[config.mk]
export PLATFORM = sky130hd
export DESIGN_NAME = lidar_sector_avoidance_top
export DESIGN_NICKNAME = d
export VERILOG_FILES = /design/src/lsa_pkg.sv /design/src/lidar_sector_avoidance_top.sv /design/src/lsa_cfg_regs.sv /design/src/lsa_sector_min.sv /design/src/lsa_decide.sv
export SDC_FILE = /design/constraint.sdc
export NUM_CORES = 1
export LEC_CHECK = 0
export BUFFER_PORTS_ARGS = -buffer_cell sky130_fd_sc_hd__buf_2
export CAP_MARGIN = 10
export CORE_UTILIZATION = 60
export CTS_CLUSTER_SIZE = 12
export DETAILED_ROUTE_END_ITERATION = 7
export PLACE_DENSITY = 0.9
export SLEW_MARGIN = 25
export SYNTH_ARGS = -nofsm -noshare
export SYNTH_HDL_FRONTEND = slang
export SYNTH_SLANG_ARGS = --single-unit
[constraint.sdc]
create_clock -name aclk -period 5.7 [get_ports aclk]
set_input_delay 0.285 -clock aclk [delete_from_list [all_inputs] [get_ports aclk]]
set_output_delay 0.285 -clock aclk [all_outputs]
set_load 0.005 [all_outputs]
[src/lsa_pkg.sv]
// Shared types, register indexes and constants for the lidar sector avoidance block.
package lsa_pkg;

    localparam int RANGE_W     = 16;
    localparam int ANGLE_W     = 16;
    localparam int HALF_W      = 15;
    localparam int CMP_W       = 18;
    localparam int CFG_IDX_W   = 3;
    localparam int CFG_DATA_W  = 16;
    localparam int S_TDATA_W   = 32;
    localparam int M_TDATA_W   = 72;
    localparam int HALF_TURN   = 18000;

    localparam logic [CFG_IDX_W-1:0] REG_SAFE        = 3'd0;
    localparam logic [CFG_IDX_W-1:0] REG_DANGER      = 3'd1;
    localparam logic [CFG_IDX_W-1:0] REG_REAR_DANGER = 3'd2;
    localparam logic [CFG_IDX_W-1:0] REG_FRONT_HALF  = 3'd3;
    localparam logic [CFG_IDX_W-1:0] REG_SIDE_HALF   = 3'd4;
    localparam logic [CFG_IDX_W-1:0] REG_REAR_HALF   = 3'd5;
    localparam logic [CFG_IDX_W-1:0] REG_RANGE_FLOOR = 3'd6;
    localparam logic [CFG_IDX_W-1:0] REG_RANGE_CEIL  = 3'd7;

    typedef enum logic [1:0] {
        MODE_FORWARD   = 2'd0,
        MODE_SLOW_TURN = 2'd1,
        MODE_RETREAT   = 2'd2,
        MODE_ROTATE    = 2'd3
    } motion_mode_t;

    typedef struct packed {
        logic [RANGE_W-1:0] safe_distance_mm;
        logic [RANGE_W-1:0] danger_distance_mm;
        logic [RANGE_W-1:0] rear_danger_distance_mm;
        logic [HALF_W-1:0]  front_half_cdeg;
        logic [HALF_W-1:0]  side_edge_cdeg;
        logic [HALF_W-1:0]  rear_half_cdeg;
        logic [RANGE_W-1:0] range_floor_mm;
        logic [RANGE_W-1:0] range_ceiling_mm;
    } cfg_t;

    typedef struct packed {
        logic [RANGE_W-1:0] front_min_mm;
        logic [RANGE_W-1:0] left_min_mm;
        logic [RANGE_W-1:0] right_min_mm;
        logic [RANGE_W-1:0] rear_min_mm;
    } sector_min_t;

    typedef struct packed {
        motion_mode_t motion_mode;
        logic         turn_left;
    } decision_t;

endpackage

[src/lidar_sector_avoidance_top.sv]
// Top level of the lidar sector avoidance block: input register, sector update and result register.
//
// Each accepted sample is held in the input register, then updates the four sector
// minima and, if it closes the scan, loads one result into the output register. A new sample
// can be accepted every cycle; the sample stage waits only when it holds a scan-closing sample
// while the previous result is still unclaimed, so a closing sample passes through the input
// register and then the output register before its result appears on m_tdata, and waits longer
// only while the previous result waits. Configuration writes are taken every cycle.
module lidar_sector_avoidance_top (
    input  logic                            aclk,
    input  logic                            aresetn,
    input  logic                            s_tvalid,
    output logic                            s_tready,
    // sample_angle [15:0], sample_range_mm [31:16]
    input  logic [lsa_pkg::S_TDATA_W-1:0]   s_tdata,
    // sample_finite [0]
    input  logic                            s_tuser,
    input  logic                            s_tlast,
    output logic                            m_tvalid,
    input  logic                            m_tready,
    // motion_mode [1:0], turn_left [2], front_min_mm [18:3], left_min_mm [34:19],
    // right_min_mm [50:35], rear_min_mm [66:51], zero [71:67]
    output logic [lsa_pkg::M_TDATA_W-1:0]   m_tdata,
    input  logic                            cfg_valid,
    output logic                            cfg_ready,
    input  logic [lsa_pkg::CFG_IDX_W-1:0]   cfg_index,
    input  logic [lsa_pkg::CFG_DATA_W-1:0]  cfg_data
);
    import lsa_pkg::*;

    cfg_t        cfg;
    sector_min_t mins_next;
    decision_t   decision;

    logic                      in_valid_reg;
    logic signed [ANGLE_W-1:0] in_angle_reg;
    logic [RANGE_W-1:0]        in_range_reg;
    logic                      in_finite_reg;
    logic                      in_last_reg;
    logic                      advance;
    logic                      sample_en;
    logic                      out_valid_reg;
    logic                      out_valid_next;
    logic [M_TDATA_W-1:0]      out_data_reg;

    lsa_cfg_regs u_cfg (
        .aclk      (aclk),
        .aresetn   (aresetn),
        .cfg_valid (cfg_valid),
        .cfg_ready (cfg_ready),
        .cfg_index (cfg_index),
        .cfg_data  (cfg_data),
        .cfg       (cfg)
    );

    lsa_sector_min u_min (
        .aclk            (aclk),
        .aresetn         (aresetn),
        .sample_en       (sample_en),
        .sample_angle    (in_angle_reg),
        .sample_range_mm (in_range_reg),
        .sample_finite   (in_finite_reg),
        .last_in_scan    (in_last_reg),
        .cfg             (cfg),
        .mins_next       (mins_next)
    );

    lsa_decide u_decide (
        .mins     (mins_next),
        .cfg      (cfg),
        .decision (decision)
    );

    assign advance   = !in_last_reg || !out_valid_reg || m_tready;
    assign sample_en = in_valid_reg && advance;
    assign s_tready  = !in_valid_reg || advance;
    assign m_tvalid  = out_valid_reg;
    assign m_tdata   = out_data_reg;

    always_comb begin
        out_valid_next = out_valid_reg && !m_tready;
        if (sample_en && in_last_reg) begin
            out_valid_next = 1'b1;
        end
    end

    always_ff @(posedge aclk) begin
        if (!aresetn) begin
            in_valid_reg  <= 1'b0;
            out_valid_reg <= 1'b0;
        end else begin
            if (s_tready) begin
                in_valid_reg <= s_tvalid;
            end
            out_valid_reg <= out_valid_next;
        end
    end

    always_ff @(posedge aclk) begin
        if (s_tready && s_tvalid) begin
            in_angle_reg  <= signed'(s_tdata[ANGLE_W-1:0]);
            in_range_reg  <= s_tdata[ANGLE_W+RANGE_W-1:ANGLE_W];
            in_finite_reg <= s_tuser;
            in_last_reg   <= s_tlast;
        end
        if (sample_en && in_last_reg) begin
            out_data_reg <= {5'd0, mins_next.rear_min_mm, mins_next.right_min_mm,
                             mins_next.left_min_mm, mins_next.front_min_mm,
                             decision.turn_left, decision.motion_mode};
        end
    end

endmodule

[src/lsa_cfg_regs.sv]
// Configuration register file written through the configuration request channel.
module lsa_cfg_regs (
    input  logic                           aclk,
    input  logic                           aresetn,
    input  logic                           cfg_valid,
    output logic                           cfg_ready,
    input  logic [lsa_pkg::CFG_IDX_W-1:0]  cfg_index,
    input  logic [lsa_pkg::CFG_DATA_W-1:0] cfg_data,
    output lsa_pkg::cfg_t                  cfg
);
    import lsa_pkg::*;

    cfg_t cfg_reg;
    cfg_t cfg_next;

    assign cfg_ready = 1'b1;
    assign cfg       = cfg_reg;

    always_comb begin
        cfg_next = cfg_reg;
        if (cfg_valid) begin
            unique case (cfg_index)
                REG_SAFE:        cfg_next.safe_distance_mm        = cfg_data;
                REG_DANGER:      cfg_next.danger_distance_mm      = cfg_data;
                REG_REAR_DANGER: cfg_next.rear_danger_distance_mm = cfg_data;
                REG_FRONT_HALF:  cfg_next.front_half_cdeg         = cfg_data[HALF_W-1:0];
                REG_SIDE_HALF:   cfg_next.side_edge_cdeg          = cfg_data[HALF_W-1:0];
                REG_REAR_HALF:   cfg_next.rear_half_cdeg          = cfg_data[HALF_W-1:0];
                REG_RANGE_FLOOR: cfg_next.range_floor_mm          = cfg_data;
                REG_RANGE_CEIL:  cfg_next.range_ceiling_mm        = cfg_data;
                default:         cfg_next = cfg_reg;
            endcase
        end
    end

    always_ff @(posedge aclk) begin
        if (!aresetn) begin
            cfg_reg.safe_distance_mm        <= 16'd500;
            cfg_reg.danger_distance_mm      <= 16'd250;
            cfg_reg.rear_danger_distance_mm <= 16'd300;
            cfg_reg.front_half_cdeg         <= 15'd3000;
            cfg_reg.side_edge_cdeg          <= 15'd6000;
            cfg_reg.rear_half_cdeg          <= 15'd3000;
            cfg_reg.range_floor_mm          <= 16'd0;
            cfg_reg.range_ceiling_mm        <= 16'hFFFF;
        end else begin
            cfg_reg <= cfg_next;
        end
    end

endmodule

[src/lsa_sector_min.sv]
// Per-scan running minima of the front, left, right and rear sectors.
module lsa_sector_min (
    input  logic                                 aclk,
    input  logic                                 aresetn,
    input  logic                                 sample_en,
    input  logic signed [lsa_pkg::ANGLE_W-1:0]   sample_angle,
    input  logic [lsa_pkg::RANGE_W-1:0]          sample_range_mm,
    input  logic                                 sample_finite,
    input  logic                                 last_in_scan,
    input  lsa_pkg::cfg_t                        cfg,
    output lsa_pkg::sector_min_t                 mins_next
);
    import lsa_pkg::*;

    sector_min_t mins_reg;
    logic        fresh_reg;
    sector_min_t base;

    logic signed [CMP_W-1:0] a_ext;
    logic signed [CMP_W-1:0] f_pos;
    logic signed [CMP_W-1:0] f_neg;
    logic signed [CMP_W-1:0] s_pos;
    logic signed [CMP_W-1:0] s_neg;
    logic signed [CMP_W-1:0] rear_hi;
    logic signed [CMP_W-1:0] rear_lo;
    logic                    counted;
    logic                    in_front;
    logic                    in_left;
    logic                    in_right;
    logic                    in_rear;

    always_comb begin
        a_ext   = CMP_W'(sample_angle);
        f_pos   = signed'({{(CMP_W-HALF_W){1'b0}}, cfg.front_half_cdeg});
        s_pos   = signed'({{(CMP_W-HALF_W){1'b0}}, cfg.side_edge_cdeg});
        f_neg   = -f_pos;
        s_neg   = -s_pos;
        rear_hi = CMP_W'(HALF_TURN)
                  - signed'({{(CMP_W-HALF_W){1'b0}}, cfg.rear_half_cdeg});
        rear_lo = signed'({{(CMP_W-HALF_W){1'b0}}, cfg.rear_half_cdeg})
                  - CMP_W'(HALF_TURN);

        counted  = sample_finite && (sample_range_mm >= cfg.range_floor_mm)
                   && (sample_range_mm <= cfg.range_ceiling_mm);
        in_front = (a_ext >= f_neg) && (a_ext <= f_pos);
        in_left  = (a_ext >= f_pos) && (a_ext <= s_pos);
        in_right = (a_ext >= s_neg) && (a_ext <= f_neg);
        in_rear  = (a_ext >= rear_hi) || (a_ext <= rear_lo);

        if (fresh_reg) begin
            base = '{cfg.range_ceiling_mm, cfg.range_ceiling_mm,
                     cfg.range_ceiling_mm, cfg.range_ceiling_mm};
        end else begin
            base = mins_reg;
        end

        mins_next = base;
        if (counted && in_front && (sample_range_mm < base.front_min_mm)) begin
            mins_next.front_min_mm = sample_range_mm;
        end
        if (counted && in_left && (sample_range_mm < base.left_min_mm)) begin
            mins_next.left_min_mm = sample_range_mm;
        end
        if (counted && in_right && (sample_range_mm < base.right_min_mm)) begin
            mins_next.right_min_mm = sample_range_mm;
        end
        if (counted && in_rear && (sample_range_mm < base.rear_min_mm)) begin
            mins_next.rear_min_mm = sample_range_mm;
        end
    end

    always_ff @(posedge aclk) begin
        if (!aresetn) begin
            mins_reg  <= '{16'hFFFF, 16'hFFFF, 16'hFFFF, 16'hFFFF};
            fresh_reg <= 1'b1;
        end else if (sample_en) begin
            mins_reg  <= mins_next;
            fresh_reg <= last_in_scan;
        end
    end

endmodule

[src/lsa_decide.sv]
// Motion mode and turn direction chosen from the sector minima at the end of a scan.
module lsa_decide (
    input  lsa_pkg::sector_min_t mins,
    input  lsa_pkg::cfg_t        cfg,
    output lsa_pkg::decision_t   decision
);
    import lsa_pkg::*;

    always_comb begin
        decision.turn_left = (mins.left_min_mm >= mins.right_min_mm);
        if (mins.front_min_mm > cfg.safe_distance_mm) begin
            decision.motion_mode = MODE_FORWARD;
            decision.turn_left   = 1'b0;
        end else if (mins.front_min_mm > cfg.danger_distance_mm) begin
            decision.motion_mode = MODE_SLOW_TURN;
        end else if (mins.rear_min_mm > cfg.rear_danger_distance_mm) begin
            decision.motion_mode = MODE_RETREAT;
        end else begin
            decision.motion_mode = MODE_ROTATE;
        end
    end

endmodule
Word-level counts from Yosys, hierarchy flattened
Cells that the tools add are included.
{"block": "word_totals", "reg_bits": 293, "inputBits": 58}
{"block": "classes", "addsub": 4, "magnitude_cmp": 18, "n_eq_ne": 7, "muxes": 8, "reduce_logical": 35}
{"cell": "16-bit >= comparator", "count": 4}
{"cell": "16-bit <= comparator", "count": 4}
{"cell": "16-bit < comparator", "count": 4}
{"cell": "16-bit 2-to-1 mux", "count": 4}
{"cell": "64-bit 2-to-1 mux", "count": 1}
{"cell": "16-bit greater-than comparator", "count": 3}
{"cell": "16-bit by 18-bit >= comparator with 1-bit output", "count": 2}
{"cell": "15-bit negator with 18-bit output", "count": 2}
{"cell": "16-bit by 18-bit <= comparator with 1-bit output", "count": 1}
{"cell": "1-bit logical AND", "count": 17}
{"cell": "2-bit AND reduction", "count": 8}
{"cell": "15-bit by 15-bit subtractor with 16-bit output (first input constant)", "count": 1}
{"cell": "15-bit by 15-bit subtractor with 16-bit output (second input constant)", "count": 1}
{"cell": "3-bit == test (second input constant)", "count": 4}
{"cell": "3-bit by 2-bit == test with 1-bit output (second input constant)", "count": 2}
{"cell": "1-bit logical NOT", "count": 4}
{"cell": "1-bit logical OR", "count": 4}
{"cell": "3-bit by 1-bit == test with 1-bit output (second input constant)", "count": 1}
{"cell": "3-bit logical NOT", "count": 1}
{"cell": "1-bit 2-to-1 mux", "count": 3}
{"cell": "2-bit OR reduction", "count": 1}

Longest topological paths before layout
{"block": "depth", "depth_word": 9, "mapped_depth": 26}

Cells and area by module
A second synthesis with hierarchy kept.
{"block": "hier_totals", "hier_cells": 2052, "hier_area_um2": 19865.3}
{"module": "lsa_sector_min", "instances": 1, "cells_each": 1258, "area_per_inst_um2": 10271.1, "seq_area_each_um2": 1301.2}
{"module": "lsa_cfg_regs", "instances": 1, "cells_each": 454, "area_per_inst_um2": 4812.1, "seq_area_each_um2": 2502.4}
{"module": "lidar_sector_avoidance_top", "instances": 1, "cells_each": 119, "area_per_inst_um2": 3190.6, "seq_area_each_um2": 3072.9}
{"module": "lsa_decide", "instances": 1, "cells_each": 221, "area_per_inst_um2": 1591.5, "seq_area_each_um2": 0.0}

Least setup slack after synthesis
Ideal clock, no wire load.
{"block": "synth_timing", "path_type": "reg2reg", "startpoint": "register u_cfg.cfg_reg, in the netlist u_cfg.cfg[64]", "endpoint": "register out_data_reg[0] (netlist: m_tdata[0]), data pin", "setup_time_ns": 0.268, "arrival_time_ns": 4.806, "required_ns": 5.432, "slack_ns": 0.626, "path_stages_with_launch": 26, "path_buffers": 1, "synth_period_minus_slack_ns": 5.074, "cell_sequence": "dfxtp_1 > nor2_1 > nand3_1 > nor3_1 > and4_1 > nand2_1 > nor2_1 > xnor2_1 > ha_1 > nand4_1 > nor4_2 > nand3_1 > a21boi_0 > nor4_4 > buf_6 > mux2i_1 > inv_1 > ha_1 > nor2b_1 > o21a_1 > o21a_1 > o21ai_0 > a211oi_1 > o21a_1 > o221ai_1 > a31oi_1"}
{"item": "start, declared", "line": "lsa_cfg_regs.sv:13", "source": "cfg_t cfg_reg;"}
{"item": "start signal, assigned", "line": "lsa_cfg_regs.sv:47", "source": "cfg_reg <= cfg_next;"}
{"item": "end signal, assigned", "line": "lidar_sector_avoidance_top.sv:107", "source": "out_data_reg <= {5'd0, mins_next.rear_min_mm, mins_next.right_min_mm,"}
{"item": "end, declared", "line": "lidar_sector_avoidance_top.sv:44", "source": "logic [M_TDATA_W-1:0] out_data_reg;"}

==> results_dict.tcl <==
set metrics [dict create \
    cp-start-kind "flop" \
    critPathCaptureType "flop" \
    final_common_cell "inv_1" \
    whs_endpoint "u_cfg.cfg[108]" \
    hold_depth 3 \
    clock-root-buffer "clkbuf_16" \
    crit_type "reg -> reg" \
    layout-drive-gt1-share 0.119 \
    portBuffers 126 \
    ys_top_cells_by_area "dfxtp_1 21%, ha_1 17%, edfxtp_1 16%, inv_1 5.8%, nand2_1 5.7%" \
    syn_avg_cell_area_um2 8.92 \
    vias 16100 \
    cts_buffers 35 \
    synth.ff_latch_count 293 \
    multi_input_area_um2 10200 \
    initial_core_util 0.615 \
    syn_area_um2 18400 \
    viasPerCell 6.11 \
    fp.dieH_um 177 \
    async_flop_share 0 \
    ir_drop_v 0.000210 \
    final_cell_count_no_fill 2635 \
    antennaDiodeCount 0 \
    grt_pass1_vias 15600 \
    drc_errors 0 \
    power_frac_seq 0.431 \
    area_delta_synth_final_pct 14.1 \
    grt_usage 0.341 \
    boundaryPins 133 \
    final_cell_mix "287 x inv_1, 280 x nand2_1, 257 x ha_1" \
    ys_types 69 \
    drv_slew 0 \
    synth_edf_count 101 \
    required_ns 5.95 \
    post-route-period-util 0.945 \
    internal_power_w 0.00384 \
    cp_max_fo 16 \
    status "complete, no violations" \
    yosysTopAreaCell "dfxtp_1" \
    netlist.area_leader.share 0.209 \
    finalSetupViolCount 0 \
    num-fill-cells 2215 \
    relSlewSlack 0.319 \
    maxCapViolCount 0 \
    rr_startpoint "u_cfg.cfg[64]" \
    rsz0062_at_grt "yes" \
    hold_violations 0 \
    gp_congestion 0.980 \
    power_density_nw_per_um2 255 \
    power_w 0.00537 \
    overflow 0 \
    die_w_um 177 \
    clkTransAtPathRegs_ns 0.06 \
    clkPwrFrac 0.400 \
    r2r.worst_path.cells 24 \
    worst-slew-pin-transition_ns 1.02 \
    drt_iter0_drc 1774 \
    p_sw_w 0.00153 \
    arrival_ns 5.64 \
    max_stage_delay_ns 0.42 \
    wire_per_inst_um 20.3 \
    finClkSkew_ns 0.0269 \
    reg2reg_slack_ns 0.31 \
    fin_crit_ns 5.39 \
    drt_wl_total_mm 53.5 \
    detailed_place_hpwl_mm 38.3 \
    dp.cells 2536 \
    htreeDepth 2 \
    coreArea_um2 30000 \
    cp_slowest_cell "nor4_4" \
    fmax_ghz 0.186 \
    hp-start "cfg_data[15]" \
    grt_pass1_wl_mm 83.3 \
    grt_max_degree 86 \
    rows 63 \
    layout.nets 2533 \
    antenna_found_initial 0 \
    ys.warnings.count 0 \
    postRouteAntennaNets 0 \
    syn_inst 2065 \
    die-area_um2 31400 \
    hold_class "in -> reg" \
    tritoncts "yes" \
    ys_seq_area_frac 0.373 \
    cp_cell_sequence "nor2_1 > nand3_1 > nor3_2 > and4_1 > nand2_1 > nor4_1 > ha_1 > nand4_1 > nor4_4 > nand3_2 > a21boi_2 > nor4_4 > buf_12 > mux2i_1 > inv_1 > ha_1 > a21o_1 > a21o_1 > a21o_1 > a21oi_1 > o21ai_0 > o221ai_1 > a21oi_2 > a21oi_1" \
    insertion_delay_ns 0.53 \
    crit_start "u_cfg.cfg[64]" \
    swShare 0.284 \
    synth_ff_type "dfxtp_1" \
    crit_top_cell "a21o_1" \
    dr.pass1.iters 6 \
    clock_tree.buffer_depth 3 \
    r2r-end "m_tdata[2]" \
    largest_reg_flops 125 \
    p_leak_nw 9.56 \
    p_comb_frac 0.168 \
    ff_latch_area_um2 6880 \
    cts.sinks 293 \
]
-- synth_stat cells (all sizes together) (24+ instances only) --
cell,number
nand4,47
inv,287
ha,257
o211ai,60
mux2i,65
buf,24
nand2,281
dfxtp,192
a21o,29
xnor2,34
edfxtp,101
a21oi,130
o21ai,87
nor2,100
clkbuf,64
nand3,31
a21boi,77
-- power by group through the flow --
stage / sequential, W / clock (W) / combinational, W
2_1_floorplan: 0.00233 / 0 / 0.000566
3_3_place_gp: 0.00235 / 0 / 0.000801
3_5_place_dp: 0.00236 / 0 / 0.000842
4_1_cts: 0.00231 / 0.00215 / 0.000872
5_1_grt: 0.00232 / 0.00224 / 0.000988
6_report: 0.00232 / 0.00215 / 0.000904
-- critical path, delay by kind of cell (launching register included) --
family          cells  cell delay (ns)
compound gates      9             1.42
fa+ha+maj           2             0.51
buf+inv             2             0.33
flops               1             0.35
mux                 1             0.27
simple gates       10             2.24
-- worst max-delay path by stage --
stage | to | depth (start not counted) | slack [ns]
after floorplan | m_tdata[0] | 25 | 0.63
after global placement | m_tdata[1] | 26 | 0.17
after detailed placement | m_tdata[2] | 23 | -0.005
after CTS | m_tdata[2] | 26 | 0.04
after global routing | m_tdata[0] | 24 | -0.07
final | m_tdata[2] | 24 | 0.31
-- through the flow --
stage	hold WS, ns	cell area (um2)	util	setup TNS, ns	setup slack [ns]
finish	0.0967	21000	0.702	0	0.312
global route	0.117	21000	0.702	-0.124	-0.0659
global placement	0.445	19500	0.651	0	0.175
CTS	0.0844	20900	0.699	0	0.0429
floorplan	0.384	18400	-	0	0.626
detailed placement	0.457	19500	0.651	-0.00455	-0.00455
-- cells by family after synthesis --
group | synth area share
buffers and inverters | 0.0819
flip-flops | 0.373
other | 0.000408
multiplexers | 0.0487
adder cells (fa/ha/maj) | 0.174
AO/OA/AOI/OAI | 0.165
XOR/XNOR | 0.0214
AND/OR/NAND/NOR | 0.135
-- timing repair --
item / in CTS / in global routing
cloned: 0 / 0
endpoints found under the setup margin: 1 / 3
endpoints found under the hold margin: 34 / 0
pin swaps: 0 / 4
setup buffers: 0 / 1
hold buffers: 34 / 0
gates resized for setup: 1 / 13
-- final cells by class --
| type | count | area share |
|---|---|---|
| multi-input combinational | 1401 | 0.484 |
| sequential | 293 | 0.327 |
| timing repair buffer | 200 | 0.0628 |
| inverter | 287 | 0.0512 |
| clock buffer | 50 | 0.0463 |
| tap | 390 | 0.0232 |
| clock inverter | 14 | 0.00530 |
-- per-layer routing --
layer,global-route usage,part of all wire
met1,0.451,0.40
met2,0.539,0.44
met3,0.0683,0.11
met4,0.153,0.045
met5,0,0
(Power assumes the default switching activity.)
